`config.mk`:
```
export PLATFORM = sky130hd
export DESIGN_NAME = mbe_seq
export DESIGN_NICKNAME = d
export VERILOG_FILES = /design/src/rtl/core/mbe_pkg.sv /design/src/rtl/core/mbe_seq.sv
export SDC_FILE = /design/constraint.sdc
export NUM_CORES = 1
export LEC_CHECK = 0
export BUFFER_PORTS_ARGS = -buffer_cell sky130_fd_sc_hd__buf_2
export CAP_MARGIN = 10
export CELL_PAD_IN_SITES_DETAIL_PLACEMENT = 2
export CELL_PAD_IN_SITES_GLOBAL_PLACEMENT = 2
export CORE_MARGIN = 2
export CORE_UTILIZATION = 30
export CTS_CLUSTER_DIAMETER = 50
export DETAILED_ROUTE_END_ITERATION = 10
export PLACE_DENSITY = 0.89
export SLEW_MARGIN = 5
export SYNTH_ARGS = -nofsm -noshare
export SYNTH_HDL_FRONTEND = slang
export SYNTH_SLANG_ARGS = --single-unit
```
`constraint.sdc`:
```
create_clock -name clk -period 7.45 [get_ports clk]
set_clock_uncertainty 0.05 [all_clocks]
set_input_delay 1.1175 -clock clk [delete_from_list [all_inputs] [get_ports clk]]
set_output_delay 1.1175 -clock clk [all_outputs]
set_load 0.03 [all_outputs]
```
`src/rtl/core/mbe_pkg.sv`:
```
`default_nettype none

package mbe_pkg;

  localparam int COUNT_W   = 7;
  localparam int TAB_DEPTH = 2 ** COUNT_W;
  localparam int IDX_W     = 26;
  localparam int DIM_W     = 13;
  localparam int CFG_IDX_W = 3;

  // colour constants as single-precision significands
  localparam logic [23:0] GREEN_MANT  = 24'd15938355;
  localparam int          GREEN_SHIFT = 23;
  localparam logic [23:0] BLUE_MANT   = 24'd9856614;
  localparam int          BLUE_SHIFT  = 22;

  // register reset values
  localparam logic signed [31:0] RST_REAL_ORIGIN = -32'sd536870912;
  localparam logic signed [31:0] RST_IMAG_ORIGIN = -32'sd402653184;
  localparam logic signed [31:0] RST_REAL_STEP   = 32'sd786432;
  localparam logic signed [31:0] RST_IMAG_STEP   = 32'sd786432;
  localparam logic [DIM_W-1:0]   RST_WIDTH       = 13'd1024;
  localparam logic [DIM_W-1:0]   RST_HEIGHT      = 13'd1024;
  localparam logic [2:0]         RST_STRIDE      = 3'd3;

  typedef enum logic [CFG_IDX_W-1:0] {
    REG_REAL_ORIGIN    = 3'd0,
    REG_IMAG_ORIGIN    = 3'd1,
    REG_REAL_STEP      = 3'd2,
    REG_IMAG_STEP      = 3'd3,
    REG_IMAGE_WIDTH    = 3'd4,
    REG_IMAGE_HEIGHT   = 3'd5,
    REG_CHANNEL_STRIDE = 3'd6
  } mbe_reg_t;

  typedef struct packed {
    logic [11:0] column;
    logic [11:0] row;
  } mbe_in_t;

  typedef struct packed {
    logic [IDX_W-1:0]   byte_index;
    logic [COUNT_W-1:0] escape_count;
    logic [7:0]         red;
    logic [7:0]         green;
    logic [7:0]         blue;
    logic               out_of_frame;
  } mbe_out_t;

  typedef struct packed {
    logic signed [31:0] real_origin;
    logic signed [31:0] imag_origin;
    logic signed [31:0] real_step;
    logic signed [31:0] imag_step;
    logic [DIM_W-1:0]   image_width;
    logic [DIM_W-1:0]   image_height;
    logic [2:0]         channel_stride;
  } mbe_cfg_t;

  typedef struct packed {
    logic signed [31:0] a0;
    logic signed [31:0] b0;
    logic signed [31:0] a1;
    logic signed [31:0] b1;
    logic signed [31:0] a2;
    logic signed [31:0] b2;
  } mbe_mul_ops_t;

  typedef struct packed {
    logic signed [63:0] p0;
    logic signed [63:0] p1;
    logic signed [63:0] p2;
  } mbe_mul_prod_t;

  typedef struct packed {
    logic               load;
    logic               oof;
    logic [COUNT_W-1:0] count;
    logic [IDX_W-1:0]   idx_sum;
  } mbe_res_req_t;

  // trunc(n * m * 2^-k) with n*m first rounded to 24 significant bits, ties even
  function automatic logic [7:0] mbe_float_scale(input logic [COUNT_W-1:0] n,
                                                 input logic [23:0] m,
                                                 input int k);
    logic [63:0] p;
    logic [63:0] q;
    logic [63:0] rem;
    logic [63:0] half;
    logic [63:0] r;
    int          len;
    int          d;
    p   = 64'(n) * 64'(m);
    len = 0;
    for (int i = 0; i < 64; i++) begin
      if (p[i]) len = i + 1;
    end
    if (len > 24) begin
      d    = len - 24;
      q    = p >> d;
      rem  = p & ((64'd1 << d) - 64'd1);
      half = 64'd1 << (d - 1);
      if (rem > half || (rem == half && q[0])) q = q + 64'd1;
      p = q << d;
    end
    r = p >> k;
    return r[7:0];
  endfunction

endpackage

`default_nettype wire

```
`src/rtl/core/mbe_seq.sv`:
```
`default_nettype none

// Sequencer and z datapath: c setup, then one multiply/update pair per iteration.
module mbe_seq #(
  parameter int MAX_ITERATIONS = 100,
  parameter int MAX_DIMENSION  = 4096,
  parameter int FRACTION_BITS  = 28
) (
  input  wire logic                   clk,
  input  wire logic                   rst_n,
  input  wire logic                   in_valid,
  output logic                        in_stall,
  input  wire mbe_pkg::mbe_in_t       in_data,
  input  wire mbe_pkg::mbe_cfg_t      cfg,
  output mbe_pkg::mbe_mul_ops_t       mul_ops,
  input  wire mbe_pkg::mbe_mul_prod_t mul_prod,
  input  wire logic                   res_free,
  output mbe_pkg::mbe_res_req_t       res_req
);
  import mbe_pkg::*;

  localparam int ZW = 66 - FRACTION_BITS;   // shifted product plus c, with carry
  localparam int CW = 46;                   // origin + 12b x 32b product, with carry
  localparam logic [63:0]        ESC_LIMIT = 64'd4 << (2 * FRACTION_BITS);
  localparam logic [DIM_W-1:0]   DIM_MAX   = DIM_W'(MAX_DIMENSION);
  localparam logic [COUNT_W-1:0] ITER_MAX  = COUNT_W'(MAX_ITERATIONS);

  typedef enum logic [2:0] {
    S_IDLE,
    S_MUL_C,
    S_ADD_C,
    S_MUL_Z,
    S_UPD_Z,
    S_WRITE
  } state_t;

  state_t             state_r;
  logic [11:0]        col_r;
  logic [11:0]        row_r;
  logic               oof_r;
  logic signed [31:0] cre_r;
  logic signed [31:0] cim_r;
  logic signed [31:0] re_r;
  logic signed [31:0] im_r;
  logic [COUNT_W-1:0] iter_r;
  logic [COUNT_W-1:0] iter_nxt;
  logic [IDX_W-1:0]   idx_sum_r;

  logic [DIM_W-1:0]   w_lim;
  logic [DIM_W-1:0]   h_lim;
  logic               in_oof;
  logic signed [CW-1:0] c_re_sum;
  logic signed [CW-1:0] c_im_sum;
  logic signed [63:0] diff;
  logic signed [63:0] re_sh;
  logic signed [63:0] im_sh;
  logic signed [ZW-1:0] re_sum;
  logic signed [ZW-1:0] im_sum;
  logic [63:0]        mag;
  logic               escape;

  function automatic logic signed [31:0] sat_c(input logic signed [CW-1:0] v);
    if (&v[CW-1:31] || ~|v[CW-1:31]) return v[31:0];
    return v[CW-1] ? 32'sh8000_0000 : 32'sh7FFF_FFFF;
  endfunction

  function automatic logic signed [31:0] sat_z(input logic signed [ZW-1:0] v);
    if (&v[ZW-1:31] || ~|v[ZW-1:31]) return v[31:0];
    return v[ZW-1] ? 32'sh8000_0000 : 32'sh7FFF_FFFF;
  endfunction

  // frame bounds clamp to the largest supported dimension
  assign w_lim  = (cfg.image_width  > DIM_MAX) ? DIM_MAX : cfg.image_width;
  assign h_lim  = (cfg.image_height > DIM_MAX) ? DIM_MAX : cfg.image_height;
  assign in_oof = ({1'b0, in_data.column} >= w_lim) || ({1'b0, in_data.row} >= h_lim);

  assign c_re_sum = CW'(cfg.real_origin) + $signed(mul_prod.p0[CW-1:0]);
  assign c_im_sum = CW'(cfg.imag_origin) + $signed(mul_prod.p1[CW-1:0]);

  // p0 = re^2, p1 = im^2, p2 = re*im during the update step
  assign diff   = mul_prod.p0 - mul_prod.p1;
  assign re_sh  = diff >>> FRACTION_BITS;
  assign im_sh  = mul_prod.p2 >>> (FRACTION_BITS - 1);
  assign re_sum = $signed(re_sh[ZW-1:0]) + ZW'(cre_r);
  assign im_sum = $signed(im_sh[ZW-1:0]) + ZW'(cim_r);
  assign mag    = $unsigned(mul_prod.p0) + $unsigned(mul_prod.p1);
  assign escape = mag > ESC_LIMIT;

  assign iter_nxt = iter_r + COUNT_W'(1);

  always_comb begin
    if (state_r == S_MUL_C) begin
      mul_ops.a0 = $signed({20'd0, col_r});
      mul_ops.b0 = cfg.real_step;
      mul_ops.a1 = $signed({20'd0, row_r});
      mul_ops.b1 = cfg.imag_step;
      mul_ops.a2 = $signed({20'd0, row_r});
      mul_ops.b2 = $signed({19'd0, cfg.image_width});
    end else begin
      mul_ops.a0 = re_r;
      mul_ops.b0 = re_r;
      mul_ops.a1 = im_r;
      mul_ops.b1 = im_r;
      mul_ops.a2 = re_r;
      mul_ops.b2 = im_r;
    end
  end

  always_ff @(posedge clk) begin
    if (!rst_n) begin
      state_r <= S_IDLE;
    end else begin
      unique case (state_r)
        S_IDLE: begin
          if (in_valid) begin
            col_r   <= in_data.column;
            row_r   <= in_data.row;
            oof_r   <= in_oof;
            iter_r  <= '0;
            re_r    <= '0;
            im_r    <= '0;
            state_r <= in_oof ? S_WRITE : S_MUL_C;
          end
        end
        S_MUL_C: begin
          state_r <= S_ADD_C;
        end
        S_ADD_C: begin
          cre_r     <= sat_c(c_re_sum);
          cim_r     <= sat_c(c_im_sum);
          idx_sum_r <= IDX_W'(col_r) + mul_prod.p2[IDX_W-1:0];
          state_r   <= S_MUL_Z;
        end
        S_MUL_Z: begin
          state_r <= S_UPD_Z;
        end
        S_UPD_Z: begin
          if (escape) begin
            state_r <= S_WRITE;
          end else begin
            re_r    <= sat_z(re_sum);
            im_r    <= sat_z(im_sum);
            iter_r  <= iter_nxt;
            state_r <= (iter_nxt == ITER_MAX) ? S_WRITE : S_MUL_Z;
          end
        end
        S_WRITE: begin
          if (res_free) state_r <= S_IDLE;
        end
        default: state_r <= S_IDLE;
      endcase
    end
  end

  assign in_stall        = !rst_n || (state_r != S_IDLE);
  assign res_req.load    = (state_r == S_WRITE) && res_free;
  assign res_req.oof     = oof_r;
  assign res_req.count   = iter_r;
  assign res_req.idx_sum = idx_sum_r;

endmodule

`default_nettype wire

```
==> results.md <==
* # setup viols final at 0
* Post-layout minimum cycle time at slightly above 7000 ps
* Startpoint types: primary input
* R2R cell count at 13
* Routed WL at about 140000 um
* Met1 wire length at around 56000 um
* Placed Cells at roughly 5.1k
* Gr usage total at between 20% and 30%
* Slowest stage delay, CP at around 360 ps
* Hold WC Path Type: reg2reg
* Layout Cells excl Fill at between 5k and 6k
* Final hold violation count at 0
* Cell Area, Synth at between 0.02 and 0.03 sq mm
* DR WL met3 at between 7000 and 8000 um
* CP most frequent cell: a21oi_1
* Synth Area per Inst at 7.798 sq um
* Pwr per Cell Area at approximately 210 mW/mm^2
* Worst Slack Setup Final at between 300 and 400 ps
* Initial core utilization at a little under a third
* CTS Buf Count at 17
* Clock-pin slew of the registers on the worst-case setup and hold paths at ~90 ps
* Vias after detailed routing at roughly 30k
* Most frequent cells in the layout: buf_2 (600), nand2_1 (344), ha_1 (328), a21oi_1 (285), nor2_1 (241)
* Slowest-stage cell, CP: ha_1
* DIE AREA at ~0.09 sq mm
* CP arrival at a little over 7000 ps
* CP Class: in2reg
* Post-synth ARST share at 0%
* Final period util at a little over nine tenths
* RePlAce Congestion at between 0.9 and 1
* # DRC at 0
* DR top layer: met5
* Vias in the first global route at 32.11k
* Relative slew slack at between 10% and 20%
* # H-tree levels at 4
* Longest Clk Path Bufs at 2
* Die H at ~300 um
* # port buffers at 600
* YS warnings at 0
* Clock Latency Late Sink at about 520 ps
* Post-place setup slack at -127.5 ps
* Sink Count at around 190
* Worst hold slack at approximately 640 ps
* Post-Syn Nets at 4079
* Wire per inst at approximately 27 um
* Post-synth top flop: edfxtp_1
* Commonest non-fill, non-tap cell in the layout: buf_2
* Met2 WL at 68240 um
* Sequential-to-total area share from yosys stat at a little over a fifth
* Initial antenna violation count at 38
* Leakage at about 14 nW
* Worst slew pin tran at 1314 ps
* Max Cap Viol at 0
* Slew Viols, Final at 0
* TNS Setup at 0 ps
* Distinct cell type count after synthesis at 90
* Worst hold path stage count at 1
* Via density at roughly 5.8
* Routed Antenna Nets at 0
* Required @ worst endpoint at roughly 7600 ps
* CTS tree: done
* Synth Register Bits at between 150 and 200
* Largest net degree at the start of global routing at between 80 and 90
* Grt ovf at 0
* Mapped Cells at between 3k and 4k
* Top Ports at between 600 and 700
* Crit Path Max Fanout at 17
* Nets at roughly 4.7k
* Max Clock Freq at 141.8 MHz
* Core area at 0.08675 sq mm
* Cell Rows at 108
* Crit. End Element: flip-flop
* Post-synth EDFFs at around 190
* Outcome: finished, final reports clean
* Drt initial violations at between 2k and 2.5k
* Hold bufs inserted after CTS at 0
* Horiz. Die Dim at ~300 um
* Post-DP HPWL at roughly 120000 um
* Iteration count of the initial detailed-routing pass at 5
* Share of cells above drive strength 1 at a little over a fifth
* Root Buffer: clkbuf_16
* Synthesis-to-finish area growth at 21.07%
* Worst vdd ir at about 0.16 mV
* First-pass GRT wire length at 204900 um
## cell families after synthesis
| logic type | share of synthesized area, % |
|---|---|
| adders and majority gates | 16.08 |
| xor gates and xnor gates | 7.203 |
| AOI/OAI and AO/OA | 28.31 |
| muxes | 0.5526 |
| DFF | 21.50 |
| and+or+nand+nor | 20.58 |
| buffers and inverters | 5.774 |
## cell usage after synthesis, types with 10 or more instances
cell type  instances  area [sq um]
nor2b_1           56         350.3
o21ai_0          184         920.9
nand4_1           54         337.8
o31a_1            10         87.58
nand3_1           93         465.5
o2111ai_1         13         113.9
a2111oi_0         18         157.7
nand2_1          345          1295
a211o_1           14         122.6
o31ai_1           52         390.4
nor2_1           241         904.6
a21boi_0          13         97.59
a311oi_1          10         87.58
or2_2             11         68.82
a31o_2            10         87.58
xnor2_1          138          1209
and3_1            30         187.7
o21bai_1          45         337.8
o211ai_1          32         240.2
edfxtp_1         186          5585
inv_1            175         656.9
xor2_1            78         683.2
o21ai_1           95         475.5
a211oi_1          45         337.8
buf_2             15         75.07
a21oi_1          285          1426
o21a_1            30         225.2
a31oi_1           38         237.7
and2_1            54         337.8
nand2b_1          61         381.6
clkbuf_1         111         416.7
ha_1             328          4104
mux2i_1           10         100.1
buf_4             40         300.3
nor4_1            46         287.8
nor3_1            65         325.3
or3_1             10         62.56
a21o_1           150          1126
## stage by stage
stage	area [sq um]	total power, mW	util [%]
after CTS	31700	6.717	36.54
after global routing	31790	7.095	36.64
after detailed placement	31110	5.701	35.86
after floorplan	26260	4.170	-
after global placement	31110	5.505	35.86
final	31800	6.747	36.65
## power by group
group	total [mW]	switching (mW)	internal (mW)
clock	0.988	0.535	0.453
sequential	1.44	0.0735	1.36
combinational	4.32	2.93	1.39
total	6.75	3.54	3.21
## layout make-up
cell class	count	area, sq um
fill	10316	54960
timing repair buffer	758	4214
tap	1155	1445
antenna	30	75.07
clock buffer	18	429.2
inverter	181	679.4
multi-input combinational	2822	19140
clock inverter	14	165.2
sequential	189	5645
## flip-flops by register name (all words and copies together), names as in the netlist
| register | count |
|---|---|
| cre_r | 32 |
| col_r | 12 |
| iter_r | 7 |
| re_r | 32 |
| oof_r | 1 |
| row_r | 12 |
| cim_r | 32 |
| im_r | 32 |
| idx_sum_r | 26 |
| state_r | 3 |
## timing repair
| item | 4_1_cts | 5_1_grt |
|---|---|---|
| buffers inserted | 0 | 0 |
| endpoints found under the setup margin | 0 | 29 |
| resized for setup | 0 | 4 |
## routing by layer
metal  vias to the layer above  global-route usage [%]
li1                      13629                       -
met1                     15026                   34.70
met2                      1028                   52.33
met3                       285                   4.979
met4                        18                   16.42
met5                         -                       0
## critical path, delay by kind of cell
family / cells / cell delay (ps)
adders and majority gates: 2 / 680
buffers and inverters: 6 / 930
and+or+nand+nor: 4 / 660
AOI/OAI and AO/OA: 19 / 3550
xor gates and xnor gates: 2 / 290
## path summary, 6_finish.rpt
kind	startpoint	slack, ps	endpoint
setup / recovery	mul_prod[66]	400	re_r[1]
hold reg to reg	col_r[0]	640	idx_sum_r[0]
hold / removal	col_r[0]	640	idx_sum_r[0]
setup reg to reg	cim_r[5]	1950	im_r[13]
Note: power is estimated with default switching activity, not from simulation.
