**src/rtl/core/mbe_pkg.sv**
```systemverilog
`default_nettype none

package mbe_pkg;

  localparam int COUNT_W   = 7;
  localparam int TAB_DEPTH = 2 ** COUNT_W;
  localparam int IDX_W     = 26;
  localparam int DIM_W     = 13;
  localparam int CFG_IDX_W = 3;

  // colour constants as single-precision significands
  localparam logic [23:0] GREEN_MANT  = 24'd15938355;
  localparam int          GREEN_SHIFT = 23;
  localparam logic [23:0] BLUE_MANT   = 24'd9856614;
  localparam int          BLUE_SHIFT  = 22;

  // register reset values
  localparam logic signed [31:0] RST_REAL_ORIGIN = -32'sd536870912;
  localparam logic signed [31:0] RST_IMAG_ORIGIN = -32'sd402653184;
  localparam logic signed [31:0] RST_REAL_STEP   = 32'sd786432;
  localparam logic signed [31:0] RST_IMAG_STEP   = 32'sd786432;
  localparam logic [DIM_W-1:0]   RST_WIDTH       = 13'd1024;
  localparam logic [DIM_W-1:0]   RST_HEIGHT      = 13'd1024;
  localparam logic [2:0]         RST_STRIDE      = 3'd3;

  typedef enum logic [CFG_IDX_W-1:0] {
    REG_REAL_ORIGIN    = 3'd0,
    REG_IMAG_ORIGIN    = 3'd1,
    REG_REAL_STEP      = 3'd2,
    REG_IMAG_STEP      = 3'd3,
    REG_IMAGE_WIDTH    = 3'd4,
    REG_IMAGE_HEIGHT   = 3'd5,
    REG_CHANNEL_STRIDE = 3'd6
  } mbe_reg_t;

  typedef struct packed {
    logic [11:0] column;
    logic [11:0] row;
  } mbe_in_t;

  typedef struct packed {
    logic [IDX_W-1:0]   byte_index;
    logic [COUNT_W-1:0] escape_count;
    logic [7:0]         red;
    logic [7:0]         green;
    logic [7:0]         blue;
    logic               out_of_frame;
  } mbe_out_t;

  typedef struct packed {
    logic signed [31:0] real_origin;
    logic signed [31:0] imag_origin;
    logic signed [31:0] real_step;
    logic signed [31:0] imag_step;
    logic [DIM_W-1:0]   image_width;
    logic [DIM_W-1:0]   image_height;
    logic [2:0]         channel_stride;
  } mbe_cfg_t;

  typedef struct packed {
    logic signed [31:0] a0;
    logic signed [31:0] b0;
    logic signed [31:0] a1;
    logic signed [31:0] b1;
    logic signed [31:0] a2;
    logic signed [31:0] b2;
  } mbe_mul_ops_t;

  typedef struct packed {
    logic signed [63:0] p0;
    logic signed [63:0] p1;
    logic signed [63:0] p2;
  } mbe_mul_prod_t;

  typedef struct packed {
    logic               load;
    logic               oof;
    logic [COUNT_W-1:0] count;
    logic [IDX_W-1:0]   idx_sum;
  } mbe_res_req_t;

  // trunc(n * m * 2^-k) with n*m first rounded to 24 significant bits, ties even
  function automatic logic [7:0] mbe_float_scale(input logic [COUNT_W-1:0] n,
                                                 input logic [23:0] m,
                                                 input int k);
    logic [63:0] p;
    logic [63:0] q;
    logic [63:0] rem;
    logic [63:0] half;
    logic [63:0] r;
    int          len;
    int          d;
    p   = 64'(n) * 64'(m);
    len = 0;
    for (int i = 0; i < 64; i++) begin
      if (p[i]) len = i + 1;
    end
    if (len > 24) begin
      d    = len - 24;
      q    = p >> d;
      rem  = p & ((64'd1 << d) - 64'd1);
      half = 64'd1 << (d - 1);
      if (rem > half || (rem == half && q[0])) q = q + 64'd1;
      p = q << d;
    end
    r = p >> k;
    return r[7:0];
  endfunction

endpackage

`default_nettype wire

```
**src/rtl/core/mbe_result.sv**
```systemverilog
`default_nettype none

// Output register: colour lookup, byte index scaling, result handshake.
module mbe_result (
  input  wire logic                  clk,
  input  wire logic                  rst_n,
  input  wire mbe_pkg::mbe_res_req_t req,
  input  wire logic [2:0]            stride,
  output logic                       free,
  output logic                       out_valid,
  input  wire logic                  out_stall,
  output mbe_pkg::mbe_out_t          out_data
);
  import mbe_pkg::*;

  logic [7:0]       green_tab [TAB_DEPTH];
  logic [7:0]       blue_tab  [TAB_DEPTH];
  logic [IDX_W+2:0] idx_prod;
  mbe_out_t         data_nxt;
  mbe_out_t         out_data_r;
  logic             out_valid_r;

  for (genvar g = 0; g < TAB_DEPTH; g++) begin : g_tab
    assign green_tab[g] = mbe_float_scale(COUNT_W'(g), GREEN_MANT, GREEN_SHIFT);
    assign blue_tab[g]  = mbe_float_scale(COUNT_W'(g), BLUE_MANT, BLUE_SHIFT);
  end

  assign idx_prod = (IDX_W+3)'(req.idx_sum) * (IDX_W+3)'(stride);

  always_comb begin
    data_nxt = '0;
    if (req.oof) begin
      data_nxt.out_of_frame = 1'b1;
    end else begin
      data_nxt.byte_index   = idx_prod[IDX_W-1:0];
      data_nxt.escape_count = req.count;
      data_nxt.red          = 8'({req.count, 1'b0});
      data_nxt.green        = green_tab[req.count];
      data_nxt.blue         = blue_tab[req.count];
    end
  end

  assign free = !out_valid_r || !out_stall;

  always_ff @(posedge clk) begin
    if (!rst_n) begin
      out_valid_r <= 1'b0;
    end else if (req.load) begin
      out_valid_r <= 1'b1;
    end else if (!out_stall) begin
      out_valid_r <= 1'b0;
    end
  end

  always_ff @(posedge clk) begin
    if (req.load) begin
      out_data_r <= data_nxt;
    end
  end

  assign out_valid = out_valid_r;
  assign out_data  = out_data_r;

endmodule

`default_nettype wire

```
**config.mk**
```make
export PLATFORM = sky130hd
export DESIGN_NAME = mbe_result
export DESIGN_NICKNAME = d
export VERILOG_FILES = /design/src/rtl/core/mbe_pkg.sv /design/src/rtl/core/mbe_result.sv
export SDC_FILE = /design/constraint.sdc
export NUM_CORES = 1
export LEC_CHECK = 0
export BUFFER_PORTS_ARGS = -buffer_cell sky130_fd_sc_hd__buf_4
export CAP_MARGIN = 20
export CORE_MARGIN = 3
export CORE_UTILIZATION = 58
export DETAILED_ROUTE_END_ITERATION = 7
export PLACE_DENSITY = 0.9
export SYNTH_ARGS = -nofsm -noshare
export SYNTH_HDL_FRONTEND = slang
export SYNTH_SLANG_ARGS = --single-unit
export TNS_END_PERCENT = 100
```
**constraint.sdc**
```tcl
create_clock -name clk -period 4.3 [get_ports clk]
set_clock_uncertainty 0.1 [all_clocks]
set_input_delay 0.215 -clock clk [delete_from_list [all_inputs] [get_ports clk]]
set_output_delay 0.215 -clock clk [all_outputs]
set_load 0.05 [all_outputs]
```
==> impl_results.md, run 1 <==
- Status: complete, no violations
- Initial antenna violation count: 0
- Final setup fails: 0
- Initial DRC Count: 542
- Post-synthesis sequential area ratio: 25.6%
- Max clock buf depth: 2
- Drt total wl: roughly 16000 um
- Commonest cells after routing, fill and taps aside: nand2_1 (123), buf_4 (99), nor2_1 (67)
- Total power per unit cell area: 293 nW/um2
- Fin nets: 896
- Switching Share: 44.8%
- Detailed Place HPWL: 11600 um
- Syn. warnings: 0
- Total power: 1940 uW
- Area growth syn-to-layout: 11.8%
- Hold Worst Slack: 8.34 ps
- First-pass GRT wire length: 25800 um
- Final hold viol count: 0
- Fraction of registers with async set/reset: 0%
- CP Class: primary input to register
- Relative slew slack: between 50% and 60%
- Setup TNS: 0 ps
- Number of synthesized flops with an enable pin: 50
- Peak VDD IR: 0.165 mV
- Sequential share of power: 32.9%
- Worst Tran Pin Value: between 700 and 800 ps
- Avg Cell Area, Syn: 8.00 um2
- Syn nets: approximately 850
- Reg2reg start: out_valid
- Total CTS buffers: 5
- Fill count: approximately 800
- Critical path endpoint category: register
- CP Max Fanout: 24
- Core area: 9860 um2
- DR pass1 iterations: 5
- Main flop type after synthesis: edfxtp_1
- Clk slew on worst S/H paths: 120 ps
- Mux share of post-synthesis cell area: under 10%
- Worst skew pair latency: 320 ps
- Starting Density: 60.2%
- Psw: between 800 and 900 uW
- Drt wl/cell: 17.2 um
- CTS tree: built
- Die W: 107 um
- H-tree depth: 2
- Cell-internal power: 1070 uW
- Cts hold-fix bufs: 0
- Xor/xnor share of the synthesized area: 2.80%
- Vias in the first global route: 5382
- Hold Path Origin: rst_n
- Die H: roughly 110 um
- Setup bufs post-CTS: 0
- GRT Overall Usage: between 20% and 30%
- Post-route DRC: 0
- Hold-critical path endpoint: out_valid
- Hold Crit Depth: 2
- Antenna Cells: 0
- Port bufs: 99
- Comb power frac: 50.8%
- Min cycle time layout: 3300 ps
- Worst R2R Path Depth: 2
- Arr. time, crit path: around 3300 ps
- Via count: between 5000 and 6000
- FF+latch count, synth: approximately 50
- # IOs: just over 100
- Vias per cell: 6.17
- Largest family of logic cells by synthesized area: compound AO/OA/AOI/OAI gates
- Reg-to-reg endpoint: out_valid
- Largest net degree at the start of global routing: 76
- Row cnt: 36
- Worst reg-to-reg setup slack: 3570 ps
- Leak pwr: between 0.002 and 0.003 uW
- Netlist cell types: 67
- Class of the worst hold path: primary input to register
- RePlAce Congestion: 0.941
- Post-route ant nets: 0
- WP data required: between 4000 and 5000 ps
- Post-cts sizing count: 0
- Clock network power share: between 10% and 20%
- Fin. max-slew vios: 0
- RSZ-0062 raised after global routing: no
- Simple-gate share of the synthesized area: 20.0%
- Synthesized area: 5940 um2
- Synth Area in Compound Gates: 22.5%
- Synth Area in Adders: between 10% and 20%
- Commonest non-fill, non-tap cell in the layout: nand2_1
- Area of the multi-input gates: between 3000 and 4000 um2
- Die area: around 11000 um2
- Post-Syn Instances: roughly 740
- Grt ovf: 0
- Share of cells above drive strength 1: 16.2%
- Register area: roughly 1500 um2
- Total clock sinks: 51
- FMAX: between 0.3 and 0.4 GHz
- Max_cap viols: 0
- Clock root buffer: clkbuf_8
- Startpoint types: primary input
- Period utilisation layout: 76.7%
==> cell usage after synthesis (5+ instances only) <==
master,instances,area (um2)
a21o_1,10,75.1
nand3_1,12,60.1
mux2i_1,6,60.1
fa_1,24,480
ha_1,41,513
a21oi_1,64,320
nand2_1,123,462
clkbuf_1,22,82.6
nand2b_1,13,81.3
buf_4,10,75.1
buf_1,7,26.3
nor2_1,67,251
a31oi_1,11,68.8
o211ai_1,11,82.6
buf_2,15,75.1
a211oi_1,17,128
nor2b_1,20,125
a311oi_1,7,61.3
o21ai_0,43,215
inv_1,52,195
mux2_2,6,67.6
xnor2_1,13,114
edfxtp_1,50,1500
xor2_1,6,52.6
and2_1,5,31.3
nor3_1,8,40.0
==> sequential cells by signal, summed over array words and instances, names as in the netlist <==
signal,count
out_valid,1
out_data,50
==> final cells by class <==
cell class	instances	share of cell area (%)
clock buffer	5	1.04
clock inverter	3	0.434
inverter	54	3.05
multi-input combinational	579	58.9
sequential	51	22.9
tap	133	2.51
timing repair buffer	99	11.2
==> metal layers <==
| layer | part of all wire [%] | wire (um) | track usage [%] |
|---|---|---|---|
| met1 | 40 | 6330 | 35.9 |
| met2 | 49 | 7750 | 46.8 |
| met3 | 9.3 | 1490 | 3.73 |
| met4 | 2.3 | 369 | 10.5 |
| met5 | 0 | 0 | 0 |
==> through the flow <==
step / cell area, um2 / utilization [%] / instances / setup WS (ps)
3_5_place_dp: 6540 / 66.3 / 916 / 715
5_1_grt: 6640 / 67.3 / 924 / 772
6_report: 6640 / 67.3 / 924 / 1000
2_1_floorplan: 5940 / - / 742 / 926
4_1_cts: 6640 / 67.3 / 924 / 1060
3_3_place_gp: 6540 / 66.3 / 916 / 788
==> power groups by stage <==
stage | registers [uW] | logic, uW | clock network, uW
floorplan | 847 | 524 | 0
CTS | 640 | 977 | 319
detailed placement | 650 | 972 | 0
global route | 644 | 1070 | 337
finish | 639 | 986 | 316
global placement | 650 | 951 | 0
==> kinds of logic after synthesis <==
| family | after synthesis |
|---|---|
| compound gates | 211 |
| xor+xnor | 19 |
| fa+ha+maj | 65 |
| buf+inv | 112 |
| flops | 51 |
| mux | 16 |
| other cells | 1 |
| simple gates | 267 |
==> worst max-delay path, stage by stage <==
cell and delay [ps]:
buf_4 240, nand2_1 120, fa_1 550, inv_1 40, ha_1 230, fa_1 420, a21oi_1 210, o21ai_0 210
a211oi_2 330, nor2_1 130, a211oi_1 240, mux2_2 360
==> worst max path at each step <==
stage,end,cells after the start,slack [ps],startpoint
floorplan,out_data[52],12,930,stride[1]
global placement,out_data[52],12,790,stride[2]
detailed placement,out_data[52],12,720,stride[2]
CTS,out_data[52],12,1060,stride[2]
global route,out_data[52],12,770,stride[2]
finish,out_data[52],12,1000,stride[2]
Note: power is estimated with default switching activity, not from simulation.
==> run 2: changes to the inputs <==
- clock period: 4.3 -> 3.44 ns (I/O delays scaled with it)
==> run 2 against run 1 <==
Effect of this change:
- combinational power rose by 27%
- sequential share of layout area fell by 0.27 points
- setup slack got worse by 700 ps
- global-route usage rose by 0.46 points
- cell count rose by 1.1%
- critical path type unchanged
- critical endpoint unchanged
- largest cell class unchanged
- largest power group unchanged
- highest routed layer unchanged
==> impl_results.md, run 2 (synthesis gave the netlist of run 1 again) <==
- Vias per cell: 6.15
- Commonest cells after routing, fill and taps aside: nand2_1 (123), buf_4 (108), nor2_1 (67)
- Switching Share: 43.9%
- Cell-internal power: 1360 uW
- Fin. max-slew vios: 0
- Via count: ~5700
- Starting Density: 60.2%
- Min cycle time layout: 3140 ps
- Row cnt: 36
- Max_cap viols: 0
- Final setup fails: 0
- Max reg flops: 50
- Fin cells: 934
- Detailed Place HPWL: 11700 um
- Comb power frac: about half
- Commonest non-fill, non-tap cell in the layout: nand2_1
- Psw: 1070 uW
- Share of cells above drive strength 1: roughly 17%
- Setup TNS: 0 ps
- Final hold viol count: 0
- Total clock sinks: between 50 and 60
- Grt ovf: 0
- Total power per unit cell area: 362 nW/um2
- Arr. time, crit path: 3120 ps
- Max clock buf depth: 2
- DR pass1 iterations: 5
- Die W: around 110 um
- Startpoint types: primary input
- H-tree depth: 2
- Post-route DRC: 0
- GRT Overall Usage: 28.1%
- Critical path endpoint category: register
- Port bufs: 99
- Status: complete, no violations
- RePlAce Congestion: 0.941
- Final worst slack: 299 ps
- Initial antenna violation count: 0
- Area growth syn-to-layout: 13.1%
- Worst skew pair latency: 310 ps
- Sequential share of power: 32.9%
- Hold Worst Slack: 31.9 ps
- Drt total wl: 15800 um
- Relative slew slack: 52.8%
- Pre-CTS setup slack: 33.7 ps
- Worst Tran Pin Value: 708 ps
- Core area: about 9900 um2
- Post-cts sizing count: 0
- WP data required: 3420 ps
- Total CTS buffers: 5
- Placed cells: 925
- First-pass GRT wire length: 26400 um
- Peak VDD IR: 0.193 mV
- Class of the worst hold path: primary input to register
- Post-route ant nets: 0
- Largest net degree at the start of global routing: 76
- Die area: 11500 um2
- Antenna Cells: 0
- Clock root buffer: clkbuf_8
- Fin nets: 906
- Final Util: roughly two thirds
- CP Max Fanout: 9
- Drt wl/cell: ~17 um
- Leak pwr: 0.00298 uW
- Vias in the first global route: approximately 5500
- CTS tree: built
- Period utilisation layout: between 90 and 100%
- FMAX: 0.318 GHz
- Clk slew on worst S/H paths: 100 ps
- RSZ-0062 raised after global routing: no
- Worst reg-to-reg setup slack: approximately 2700 ps
- Clock network power share: 15.9%
- Die H: 107 um
- CP Class: primary input to register
- # IOs: about 100
- Initial DRC Count: 532
[run 2: cell type report]
type	instances	area, um2
Clock buffer	6	82.6
Clock inverter	2	16.3
Fill cell	807	3150
Inverter	54	203
Multi-Input combinational cell	579	3910
Sequential cell	51	1520
Tap cell	133	166
Timing Repair Buffer	109	821
[run 2: through the flow]
step                instance area, um2  power (uW)
floorplan                         5940        1710
global placement                  6610        2020
detailed placement                6610        2040
CTS                               6720        2430
global route                      6720        2570
finish                            6720        2430
[run 2: routing by layer]
layer | vias up | GRT usage [%] | wire, um
met5 | - | 0 | 0
li1 | 2707 | - | -
met1 | 2704 | 37.2 | 6550
met4 | 0 | 8.86 | 307
met2 | 295 | 48.0 | 7710
met3 | 36 | 3.37 | 1210
[run 2: power by group through the flow]
stage	Clock [uW]	Combinational [uW]	Sequential, uW
6_report	388	1250	800
5_1_grt	411	1360	807
4_1_cts	394	1240	800
3_5_place_dp	0	1230	813
3_3_place_gp	0	1200	811
2_1_floorplan	0	655	1060
[run 2: timing repair]
item	CTS	global route
buffers inserted	0	0
hold buffers	1	0
hold endpoints to repair	1	0
[run 2: worst paths after layout]
check | startpoint | to | cells after the start
worst max-delay path | stride[2] | out_data[52] | 12
worst min-delay path | out_stall | out_valid | 3
worst max register to register | out_valid | out_valid | 2
worst min register to register | out_valid | out_valid | 2
[run 2: critical path, cell delays in order]
cell and delay (ps):
buf_4 150, nand2_1 110, fa_1 540, inv_1 40
ha_1 210, fa_1 390, a21oi_1 220, o21ai_0 190
a211oi_2 330, nor2_1 140, a211oi_1 260, mux2_2 360
